[config.mk]
export PLATFORM = sky130hd
export DESIGN_NAME = binary_to_decimal_ascii_core
export DESIGN_NICKNAME = d
export VERILOG_FILES = /design/src/hdl/bda_pkg.sv /design/src/hdl/bda_ctrl.sv /design/src/hdl/bda_datapath.sv /design/src/hdl/binary_to_decimal_ascii_core.sv
export VERILOG_INCLUDE_DIRS = /design/src /design/src/hdl
export SDC_FILE = /design/constraint.sdc
export NUM_CORES = 1
export LEC_CHECK = 0
export ABC_AREA = 1
export ABC_CLOCK_PERIOD_IN_PS = 3000
export BUFFER_PORTS_ARGS = -buffer_cell sky130_fd_sc_hd__buf_2
export CAP_MARGIN = 20
export CORE_UTILIZATION = 44
export CTS_CLUSTER_DIAMETER = 60
export DETAILED_ROUTE_END_ITERATION = 10
export PLACE_DENSITY = 0.64
export SYNTH_ARGS = -nofsm -noshare
export SYNTH_HDL_FRONTEND = slang
export SYNTH_SLANG_ARGS = --single-unit
[constraint.sdc]
create_clock -name clock -period 3 [get_ports clock]
set_clock_uncertainty 0.2 [all_clocks]
set_input_delay 0.45 -clock clock [delete_from_list [all_inputs] [get_ports clock]]
set_output_delay 0.45 -clock clock [all_outputs]
set_load 0.005 [all_outputs]
[src/hdl/assert_macros.svh]
// Assertion macros used by the top-level module to check its own behavior.
`ifndef ASSERT_MACROS_SVH
`define ASSERT_MACROS_SVH

// Same-cycle implication, disabled while reset is high.
`define BDA_ASSERT_IMP(label, clk, rst, ante, cons) \
   label: assert property (@(posedge clk) disable iff (rst) (ante) |-> (cons)) \
      else $error("bda assertion failed");

// Next-cycle implication, disabled while reset is high.
`define BDA_ASSERT_NXT(label, clk, rst, ante, cons) \
   label: assert property (@(posedge clk) disable iff (rst) (ante) |=> (cons)) \
      else $error("bda assertion failed");

`endif

[src/hdl/bda_pkg.sv]
// Shared constants, types and command/status structs of the decimal text converter.
package bda_pkg;

   localparam int VALUE_BITS    = 32;
   localparam int DIGITS        = ((VALUE_BITS * 1233) >> 12) + 1;
   localparam int BCD_BITS      = DIGITS * 4;
   localparam int BIT_CNT_BITS  = $clog2(VALUE_BITS + 1);
   localparam int DIG_CNT_BITS  = $clog2(DIGITS + 1);
   localparam int IN_DATA_BITS  = 32;
   localparam int OUT_DATA_BITS = 8;
   localparam int CHAR_BITS     = 6;

   localparam logic [CHAR_BITS-1:0] DIGIT_ZERO = 6'd48;

   typedef logic [VALUE_BITS-1:0] value_type;

   typedef enum logic [1:0] {
      ST_IDLE,
      ST_CONVERT,
      ST_SKIP,
      ST_EMIT
   } state_type;

   typedef struct packed {
      logic load;
      logic shift;
      logic skip;
      logic emit;
   } cmd_type;

   typedef struct packed {
      logic conv_last;
      logic top_zero;
      logic dig_last;
      logic out_free;
   } status_type;

endpackage

[src/hdl/bda_ctrl.sv]
// Controller state machine that sequences loading, conversion and digit output.
module bda_ctrl (
   input  logic                clock,
   input  logic                reset,
   input  logic                req_tvalid,
   input  bda_pkg::status_type sts,
   output logic                req_tready,
   output bda_pkg::cmd_type    cmd
);

   bda_pkg::state_type state_ff;
   bda_pkg::state_type state_in;

   always_ff @(posedge clock) begin
      if (reset) begin
         state_ff <= bda_pkg::ST_IDLE;
      end else begin
         state_ff <= state_in;
      end
   end

   always_comb begin
      state_in   = state_ff;
      cmd        = '0;
      req_tready = 1'b0;
      case (state_ff)
         bda_pkg::ST_IDLE: begin
            req_tready = 1'b1;
            if (req_tvalid) begin
               cmd.load = 1'b1;
               state_in = bda_pkg::ST_CONVERT;
            end
         end
         bda_pkg::ST_CONVERT: begin
            cmd.shift = 1'b1;
            if (sts.conv_last) begin
               state_in = bda_pkg::ST_SKIP;
            end
         end
         bda_pkg::ST_SKIP: begin
            // Leading zeros are dropped, but the units digit always goes out.
            if (sts.top_zero && !sts.dig_last) begin
               cmd.skip = 1'b1;
            end else if (sts.out_free) begin
               cmd.emit = 1'b1;
               state_in = sts.dig_last ? bda_pkg::ST_IDLE : bda_pkg::ST_EMIT;
            end else begin
               state_in = bda_pkg::ST_EMIT;
            end
         end
         bda_pkg::ST_EMIT: begin
            if (sts.out_free) begin
               cmd.emit = 1'b1;
               if (sts.dig_last) begin
                  state_in = bda_pkg::ST_IDLE;
               end
            end
         end
         default: begin
            state_in = bda_pkg::ST_IDLE;
         end
      endcase
   end

endmodule

[src/hdl/bda_datapath.sv]
// Shift-and-add-3 converter registers, digit counters and the result register.
module bda_datapath (
   input  logic                                  clock,
   input  logic                                  reset,
   input  bda_pkg::cmd_type                      cmd,
   input  logic [bda_pkg::IN_DATA_BITS-1:0]      req_tdata,
   input  logic                                  rsp_tready,
   output bda_pkg::status_type                   sts,
   output logic                                  rsp_tvalid,
   output logic [bda_pkg::OUT_DATA_BITS-1:0]     rsp_tdata,
   output logic                                  rsp_tlast
);

   logic [bda_pkg::VALUE_BITS-1:0]   bin_ff;
   logic [bda_pkg::BCD_BITS-1:0]     bcd_ff;
   logic [bda_pkg::BCD_BITS-1:0]     bcd_adj;
   logic [bda_pkg::BIT_CNT_BITS-1:0] bit_cnt_ff;
   logic [bda_pkg::DIG_CNT_BITS-1:0] dig_cnt_ff;
   logic [bda_pkg::CHAR_BITS-1:0]    char_ff;
   logic                             last_ff;
   logic                             valid_ff;
   logic [3:0]                       top_digit;

   assign top_digit = bcd_ff[bda_pkg::BCD_BITS-1 -: 4];

   // Add 3 to every BCD digit of 5 or more before the next doubling.
   always_comb begin
      logic [3:0] dig;
      dig     = 4'd0;
      bcd_adj = '0;
      for (int i = 0; i < bda_pkg::DIGITS; i++) begin
         dig              = bcd_ff[i*4 +: 4];
         bcd_adj[i*4 +: 4] = (dig >= 4'd5) ? (dig + 4'd3) : dig;
      end
   end

   always_ff @(posedge clock) begin
      if (cmd.load) begin
         bin_ff     <= bda_pkg::value_type'(req_tdata);
         bcd_ff     <= '0;
         bit_cnt_ff <= bda_pkg::BIT_CNT_BITS'(bda_pkg::VALUE_BITS);
         dig_cnt_ff <= bda_pkg::DIG_CNT_BITS'(bda_pkg::DIGITS);
      end else if (cmd.shift) begin
         {bcd_ff, bin_ff} <= {bcd_adj[bda_pkg::BCD_BITS-2:0], bin_ff, 1'b0};
         bit_cnt_ff       <= bit_cnt_ff - 1'b1;
      end else if (cmd.skip || cmd.emit) begin
         bcd_ff     <= {bcd_ff[bda_pkg::BCD_BITS-5:0], 4'd0};
         dig_cnt_ff <= dig_cnt_ff - 1'b1;
      end
   end

   always_ff @(posedge clock) begin
      if (cmd.emit) begin
         char_ff <= bda_pkg::DIGIT_ZERO + {2'b00, top_digit};
         last_ff <= (dig_cnt_ff == bda_pkg::DIG_CNT_BITS'(1));
      end
   end

   always_ff @(posedge clock) begin
      if (reset) begin
         valid_ff <= 1'b0;
      end else if (cmd.emit) begin
         valid_ff <= 1'b1;
      end else if (rsp_tready) begin
         valid_ff <= 1'b0;
      end
   end

   assign sts.conv_last = (bit_cnt_ff == bda_pkg::BIT_CNT_BITS'(1));
   assign sts.top_zero  = (top_digit == 4'd0);
   assign sts.dig_last  = (dig_cnt_ff == bda_pkg::DIG_CNT_BITS'(1));
   assign sts.out_free  = !valid_ff || rsp_tready;

   assign rsp_tvalid = valid_ff;
   assign rsp_tdata  = {2'b00, char_ff};
   assign rsp_tlast  = last_ff;

endmodule

[src/hdl/binary_to_decimal_ascii_core.sv]
// Top level of the binary to decimal ASCII converter.
// Each transfer on the req_ stream carries one unsigned 32-bit number; the
// block answers on the rsp_ stream with its decimal text, one ASCII digit
// ('0' to '9') per transfer, most significant digit first, with leading zeros
// dropped, so zero gives the single character '0'. rsp_tlast marks the final,
// least significant digit of each number, so a run holds 1 to 10 transfers.
// One number is handled at a time: after a req_ transfer, the shift-and-add-3
// converter shifts through all 32 input bits, then drops each leading zero
// digit, then emits one digit per cycle while the consumer keeps rsp_tready
// high. Without backpressure, the time from acceptance to the last digit does
// not depend on the value, and the next number can be taken in the cycle
// after the last digit is issued. The final digit sits in an output
// register, so req_tready rises again while that digit still waits to be
// taken. Nothing is kept from one number to the next, and there is no
// configuration.
module binary_to_decimal_ascii_core (
   input  logic                              clock,
   input  logic                              reset,
   // req_tdata fields, lowest bit first: value[31:0].
   input  logic                              req_tvalid,
   output logic                              req_tready,
   input  logic [bda_pkg::IN_DATA_BITS-1:0]  req_tdata,
   // rsp_tdata fields, lowest bit first: digit_char[5:0], zero fill [7:6].
   output logic                              rsp_tvalid,
   input  logic                              rsp_tready,
   output logic [bda_pkg::OUT_DATA_BITS-1:0] rsp_tdata,
   output logic                              rsp_tlast
);

`include "assert_macros.svh"

   // Commands flow from the controller to the datapath; status flows back.
   bda_pkg::cmd_type    cmd;
   bda_pkg::status_type sts;

   bda_ctrl u_ctrl (
      .clock      (clock),
      .reset      (reset),
      .req_tvalid (req_tvalid),
      .sts        (sts),
      .req_tready (req_tready),
      .cmd        (cmd)
   );

   bda_datapath u_datapath (
      .clock      (clock),
      .reset      (reset),
      .cmd        (cmd),
      .req_tdata  (req_tdata),
      .rsp_tready (rsp_tready),
      .sts        (sts),
      .rsp_tvalid (rsp_tvalid),
      .rsp_tdata  (rsp_tdata),
      .rsp_tlast  (rsp_tlast)
   );

   // After a number is taken, conversion starts and no new number is taken.
   `BDA_ASSERT_NXT(a_busy_after_load, clock, reset, req_tvalid && req_tready, !req_tready)

   // Every digit presented is a valid ASCII decimal digit.
   `BDA_ASSERT_IMP(a_digit_range, clock, reset, rsp_tvalid,
      rsp_tdata >= 8'd48 && rsp_tdata <= 8'd57)

   // While a run is still in progress, the next number cannot be accepted.
   `BDA_ASSERT_IMP(a_no_overlap, clock, reset, rsp_tvalid && !rsp_tlast, !req_tready)

endmodule
==> results_dict.tcl, run 1 <==
set metrics [dict create \
    run_status "finished, final reports clean" \
    synth_top_area_share_pct 21.4 \
    routabilityCongestion 0.826 \
    power_frac_clock_pct 22.0 \
    final_cell_mix "nand2_1 (295), nor2_1 (97), inv_1 (64)" \
    diodes 0 \
    p_leak_nw 2.79 \
    period_share_pct 72.8 \
    setup_tns_ns 0 \
    crit_path_max_incr_delay_ns 0.43 \
    drv_cap 0 \
    route.vias.total 4639 \
    first_pass_iters 5 \
    nets 844 \
    die_w_um 111 \
    synth_area_leaders "edfxtp_1 (21%), nand2_1 (21%), dfxtp_1 (20%), nor2_1 (7.0%), ha_1 (5.8%)" \
    grt_max_degree 50 \
    cts.clk_slew.worst_paths_ns 0.07 \
    crit_slowest_cell "nand3_4" \
    layout-drive-gt1-share_pct 9.38 \
    yosysWarnings 0 \
    ys_ff_latch 90 \
    whs_ns 0.0833 \
    core_area_um2 11500 \
    cpMostUsedCell "nor2_1" \
    syn_area_per_cell_um2 6.89 \
    grt_remaining_overflow 0 \
    grt_pass1_wl_mm 19.0 \
    combPwrFrac_pct 36.4 \
    crit_required_ns 3.00 \
    hold_depth 2 \
    crit_type "reg -> reg" \
    min_to "u_datapath.rsp_tvalid" \
    holdBufCountCts 0 \
    setup.worst_path.end_class "flip-flop" \
    grt_pass1_vias 4459 \
    antenna_found_initial 0 \
    netlist_area_um2 5200 \
    min_from "reset" \
    io-pin-count 47 \
    wl_per_cell_um 11.4 \
    swShare_pct 40.2 \
    setup_viol 0 \
    clockRootBuffer "clkbuf_16" \
    ys_seq_area_share_pct 41.8 \
    synth_area_leader_cell "edfxtp_1" \
    regToRegSetupSlack_ns 0.82 \
    syn_inst 755 \
    initial_core_util_pct 45.3 \
    maxSlewHeadroom_pct 48.2 \
    cts_tree "done" \
    r2r_end "u_datapath.bcd_ff[10]" \
    finalWirelength_mm 10.7 \
    r2r-start "u_datapath.bcd_ff[36]" \
    row_count 39 \
    powerDensity_nw_per_um2 816 \
    crit_arrival_ns 2.18 \
    crit_fanout 36 \
    startpoint_type "flip-flop" \
    slew_viol_final 0 \
    rsz0062_at_grt "no" \
    clock_latency_ns 0.34 \
    drcViolationCount 0 \
    grt_use_total_pct 18.2 \
    vdd_drop_max_mv 0.509 \
    postLayoutCoreUtil_pct 50.1 \
    postCtsSetupBuffers 0 \
    hp-class "in -> reg" \
    drt_iter0_drc 236 \
    port_buffers 42 \
    fp.dieH_um 111 \
    path_cells "inv_1, ha_1, inv_1, nor2_1, nand3_2, nand3_4, nor2_1, nor2_1, nor2_1" \
    rr_worst_depth 9 \
    fillers 1142 \
    die-area_um2 12300 \
    ant_nets 0 \
    post_synth_num_cell_types 27 \
    seqPwrFrac_pct 41.7 \
    tightestPinTransition_ns 0.776 \
    hpwlAfterDp_mm 7.01 \
    place_inst 916 \
    intPower_mw 2.81 \
    vias_per_cell 4.98 \
    hold_violations 0 \
    fin_cells 932 \
    power_mw 4.69 \
    cts_htree_levels 3 \
    cts_resized 0 \
    cts_sinks 90 \
    cts_buffer_depth 2 \
    numCtsBuffers 9 \
    period_needed_ns 2.18 \
    max_freq_mhz 458 \
    p_sw_mw 1.89 \
    final_common_cell "nand2_1" \
    area_growth_pct 10.5 \
]
[final cells by class]
type | count | area (um2) | area share, %
Timing Repair Buffer | 50 | 283 | 4.92
Sequential cell | 90 | 2170 | 37.8
Clock buffer | 11 | 233 | 4.05
Inverter | 69 | 259 | 4.51
Clock inverter | 5 | 31.3 | 0.544
Tap cell | 143 | 179 | 3.11
Multi-Input combinational cell | 564 | 2590 | 45.1
[synthesized netlist by cell type]
cell / instances
a21oi_1: 30
a31o_2: 1
buf_2: 14
buf_4: 7
buf_6: 2
clkbuf_1: 11
conb_1: 2
dfxtp_1: 53
edfxtp_1: 37
ha_1: 24
inv_1: 64
inv_2: 5
nand2_1: 295
nand2_4: 1
nand3_1: 51
nand3_2: 1
nand3_4: 1
nand3b_1: 1
nand4_1: 29
nor2_1: 97
nor2_2: 1
nor2_4: 1
nor3_1: 1
o211ai_1: 1
o21ai_0: 23
o31ai_1: 1
xor2_1: 1
[per-layer routing]
layer	track usage [%]	part of all wire, %	vias to the layer above
li1	-	-	2452
met1	23.2	49	2094
met2	31.0	47	83
met3	3.61	3.7	10
met4	5.78	1.1	0
met5	0	0	-
[cell families after synthesis]
| logic type | after synthesis | synth area share (%) |
|---|---|---|
| AO/OA/AOI/OAI | 56 | 5.56 |
| XOR/XNOR | 1 | 0.168 |
| adder cells (fa/ha/maj) | 24 | 5.77 |
| buffers and inverters | 103 | 8.57 |
| flip-flops | 90 | 41.8 |
| other | 2 | 0.144 |
| AND/OR/NAND/NOR | 479 | 38.0 |
[power by group through the flow]
stage	combinational, mW	clock, mW	sequential, mW
floorplan	1.39	0	1.94
global placement	1.68	0	1.97
detailed placement	1.72	0	1.97
CTS	1.72	1.06	1.96
global route	1.97	1.10	2.00
finish	1.71	1.03	1.95
[flip-flops by register name, summed over array words and instances (netlist names)]
name	flops
u_datapath.bin_ff	32
u_datapath.bcd_ff	40
u_datapath.rsp_tvalid	1
u_datapath.rsp_tlast	1
u_ctrl.state_ff	2
u_datapath.char_ff	4
u_datapath.dig_cnt_ff	4
u_datapath.bit_cnt_ff	6
[worst max path at each step]
stage	startpoint	depth (start not counted)	to
after floorplan	u_ctrl.state_ff[1]	4	u_datapath.bin_ff[0]
after global routing	u_datapath.bcd_ff[36]	9	u_datapath.bcd_ff[5]
final	u_datapath.bcd_ff[36]	9	u_datapath.bcd_ff[10]
after CTS	u_datapath.bcd_ff[36]	9	u_datapath.bcd_ff[10]
after global placement	rsp_tready	8	u_datapath.bcd_ff[5]
after detailed placement	rsp_tready	8	u_datapath.bcd_ff[14]
[critical path, delay by kind of cell (launching register included)]
family	cells	cell delay (ns)
and+or+nand+nor	6	1.14
adders and majority gates	1	0.17
buffers and inverters	2	0.16
DFF	1	0.35
[through the flow]
stage          area [um2]  setup WS, ns
5_1_grt              5750         0.599
4_1_cts              5750         0.804
2_1_floorplan        5210         0.772
6_report             5750         0.815
3_3_place_gp         5480         0.882
3_5_place_dp         5480         0.796
Note: power is estimated with default switching activity, not from simulation.
==> run 2, diff against run 1 <==
ABC_CLOCK_PERIOD_IN_PS = 2100   (was 3000)
clock period = 2.1 ns   (was 3 ns; I/O delays follow)
==> results_dict.tcl, run 2 (synthesis results as in run 1) <==
set metrics [dict create \
    placed_area_um2 5550 \
    final_common_cell "nand2_1" \
    row_count 39 \
    hold_violations 0 \
    top_register "u_datapath.bcd_ff" \
    period_share_pct 94.6 \
    antenna_found_initial 0 \
    whs_ns 0.0269 \
    r2r_end "u_datapath.bcd_ff[30]" \
    layout-drive-gt1-share_pct 10.5 \
    drcViolationCount 0 \
    fin_cells 941 \
    ant_nets 0 \
    vias_per_cell 4.96 \
    crit_required_ns 2.14 \
    slew_viol_final 0 \
    cp_num_buf_inv 2 \
    period_needed_ns 1.99 \
    io-pin-count 47 \
    crit_type "reg -> reg" \
    cts_buffer_depth 2 \
    hp-class "in -> reg" \
    crit_fanout 18 \
    cts_tree "done" \
    met3_usage_pct 4.37 \
    startpoint_type "flip-flop" \
    cts_sinks 90 \
    first_pass_iters 5 \
    clockRootBuffer "clkbuf_16" \
    p_leak_nw 2.84 \
    cts_htree_levels 3 \
    place_inst 923 \
    setup.worst_path.end_class "flip-flop" \
    clock_latency_ns 0.35 \
    postLayoutCoreUtil_pct 50.9 \
    core_area_um2 11500 \
    min_to "u_datapath.bin_ff[4]" \
    area_growth_pct 12.2 \
    min_from "req_tdata[4]" \
    path_cells "inv_1, ha_1, inv_1, nor2_1, nand3_2, nand3_2, nor2_1, nor2_1, nor2_1" \
    rsz0062_at_grt "yes" \
    run_status "finished, final reports clean" \
    grt_use_total_pct 18.6 \
    route.vias.total 4665 \
    routabilityCongestion 0.792 \
    port_buffers 42 \
    crit_slowest_cell "nand3_2" \
    vdd_drop_max_mv 0.797 \
    cts.clk_slew.worst_paths_ns 0.06 \
    grt_remaining_overflow 0 \
    grt_max_degree 46 \
    reg.largest.list "u_datapath.bcd_ff: 40 flops, u_datapath.bin_ff: 32 flops, u_datapath.bit_cnt_ff: 6 flops" \
    grtUsageMet1_pct 23.4 \
    finalWorstSetupSlack_ns 0.114 \
    regToRegSetupSlack_ns 0.11 \
    fp.dieH_um 111 \
    rr_worst_depth 9 \
    die_w_um 111 \
    nets 853 \
    finalWirelength_mm 10.8 \
    place_ws_ns 0.155 \
    numCtsBuffers 9 \
    top_usage_layer "met2" \
    gr-usage-met2_pct 30.1 \
    r2r-start "u_datapath.bcd_ff[37]" \
    max_freq_mhz 503 \
    initial_core_util_pct 45.3 \
    crit_path_max_incr_delay_ns 0.38 \
    wl_per_cell_um 11.4 \
    final_cell_mix "nand2_1 (294), nor2_1 (97), inv_1 (64)" \
    hpwlAfterDp_mm 7.25 \
    setup_tns_ns 0 \
    die-area_um2 12300 \
    drv_cap 0 \
    grt_pass1_wl_mm 18.8 \
    power_mw 6.88 \
    largest_reg_flops 40 \
    setup_viol 0 \
    powerDensity_nw_per_um2 1180 \
    fin_area_um2 5830 \
    cpMostUsedCell "nor2_1" \
    diodes 0 \
    hold_depth 3 \
    crit_family "simple AND/OR/NAND/NOR gates" \
    crit_arrival_ns 2.03 \
    drt_iter0_drc 332 \
    grt_pass1_vias 4352 \
]
==> run 2: cell types whose count changed in the layout (fill, tap and decap cells not counted), sizes merged <==
cell	change
clkinvlp	+1
clkinv	-1
nand3	+1
buf	+7
dlygate4sd3	+1
==> run 2: layout make-up <==
type	count	area (um2)
clock buffers	11	233
clock inverters	5	31.3
fillers	1127	5630
inverters	69	259
multi-input cells	565	2600
flip-flops and latches	90	2170
well taps	143	179
repair buffers	58	358
==> run 2: timing repair <==
action	in CTS	in global routing
resized for setup	0	0
hold buffers	1	0
setup buffers	0	0
hold endpoints to repair	1	0
endpoints found under the setup margin	0	15
==> run 2: worst max path at each step <==
stage / startpoint / to / slack [ns] / depth (start not counted)
2_1_floorplan: u_ctrl.state_ff[1] / u_datapath.bin_ff[0] / 0.16 / 4
3_3_place_gp: u_datapath.bcd_ff[37] / u_datapath.bcd_ff[5] / 0.22 / 9
3_5_place_dp: u_datapath.bcd_ff[37] / u_datapath.bcd_ff[5] / 0.15 / 9
4_1_cts: u_datapath.bcd_ff[37] / u_datapath.bcd_ff[5] / 0.11 / 9
5_1_grt: u_datapath.bcd_ff[37] / u_datapath.bcd_ff[6] / -0.04 / 10
6_report: u_datapath.bcd_ff[37] / u_datapath.bcd_ff[30] / 0.11 / 9
==> run 2: worst min-delay path: cells and delay by family <==
family                 cells  cell delay [ns]
buffers and inverters      1             0.07
AND/OR/NAND/NOR            2             0.08
==> run 2: report_power, final <==
| part | internal (mW) | switching, mW |
|---|---|---|
| logic | 0.790 | 1.82 |
| registers | 2.53 | 0.266 |
| clock network | 0.798 | 0.679 |
==> run 2: per-layer routing <==
metal,vias to the layer above,share of wire [%]
li1,2484,-
met1,2073,49
met5,-,0
met2,94,45
met3,14,4.4
met4,0,1.8
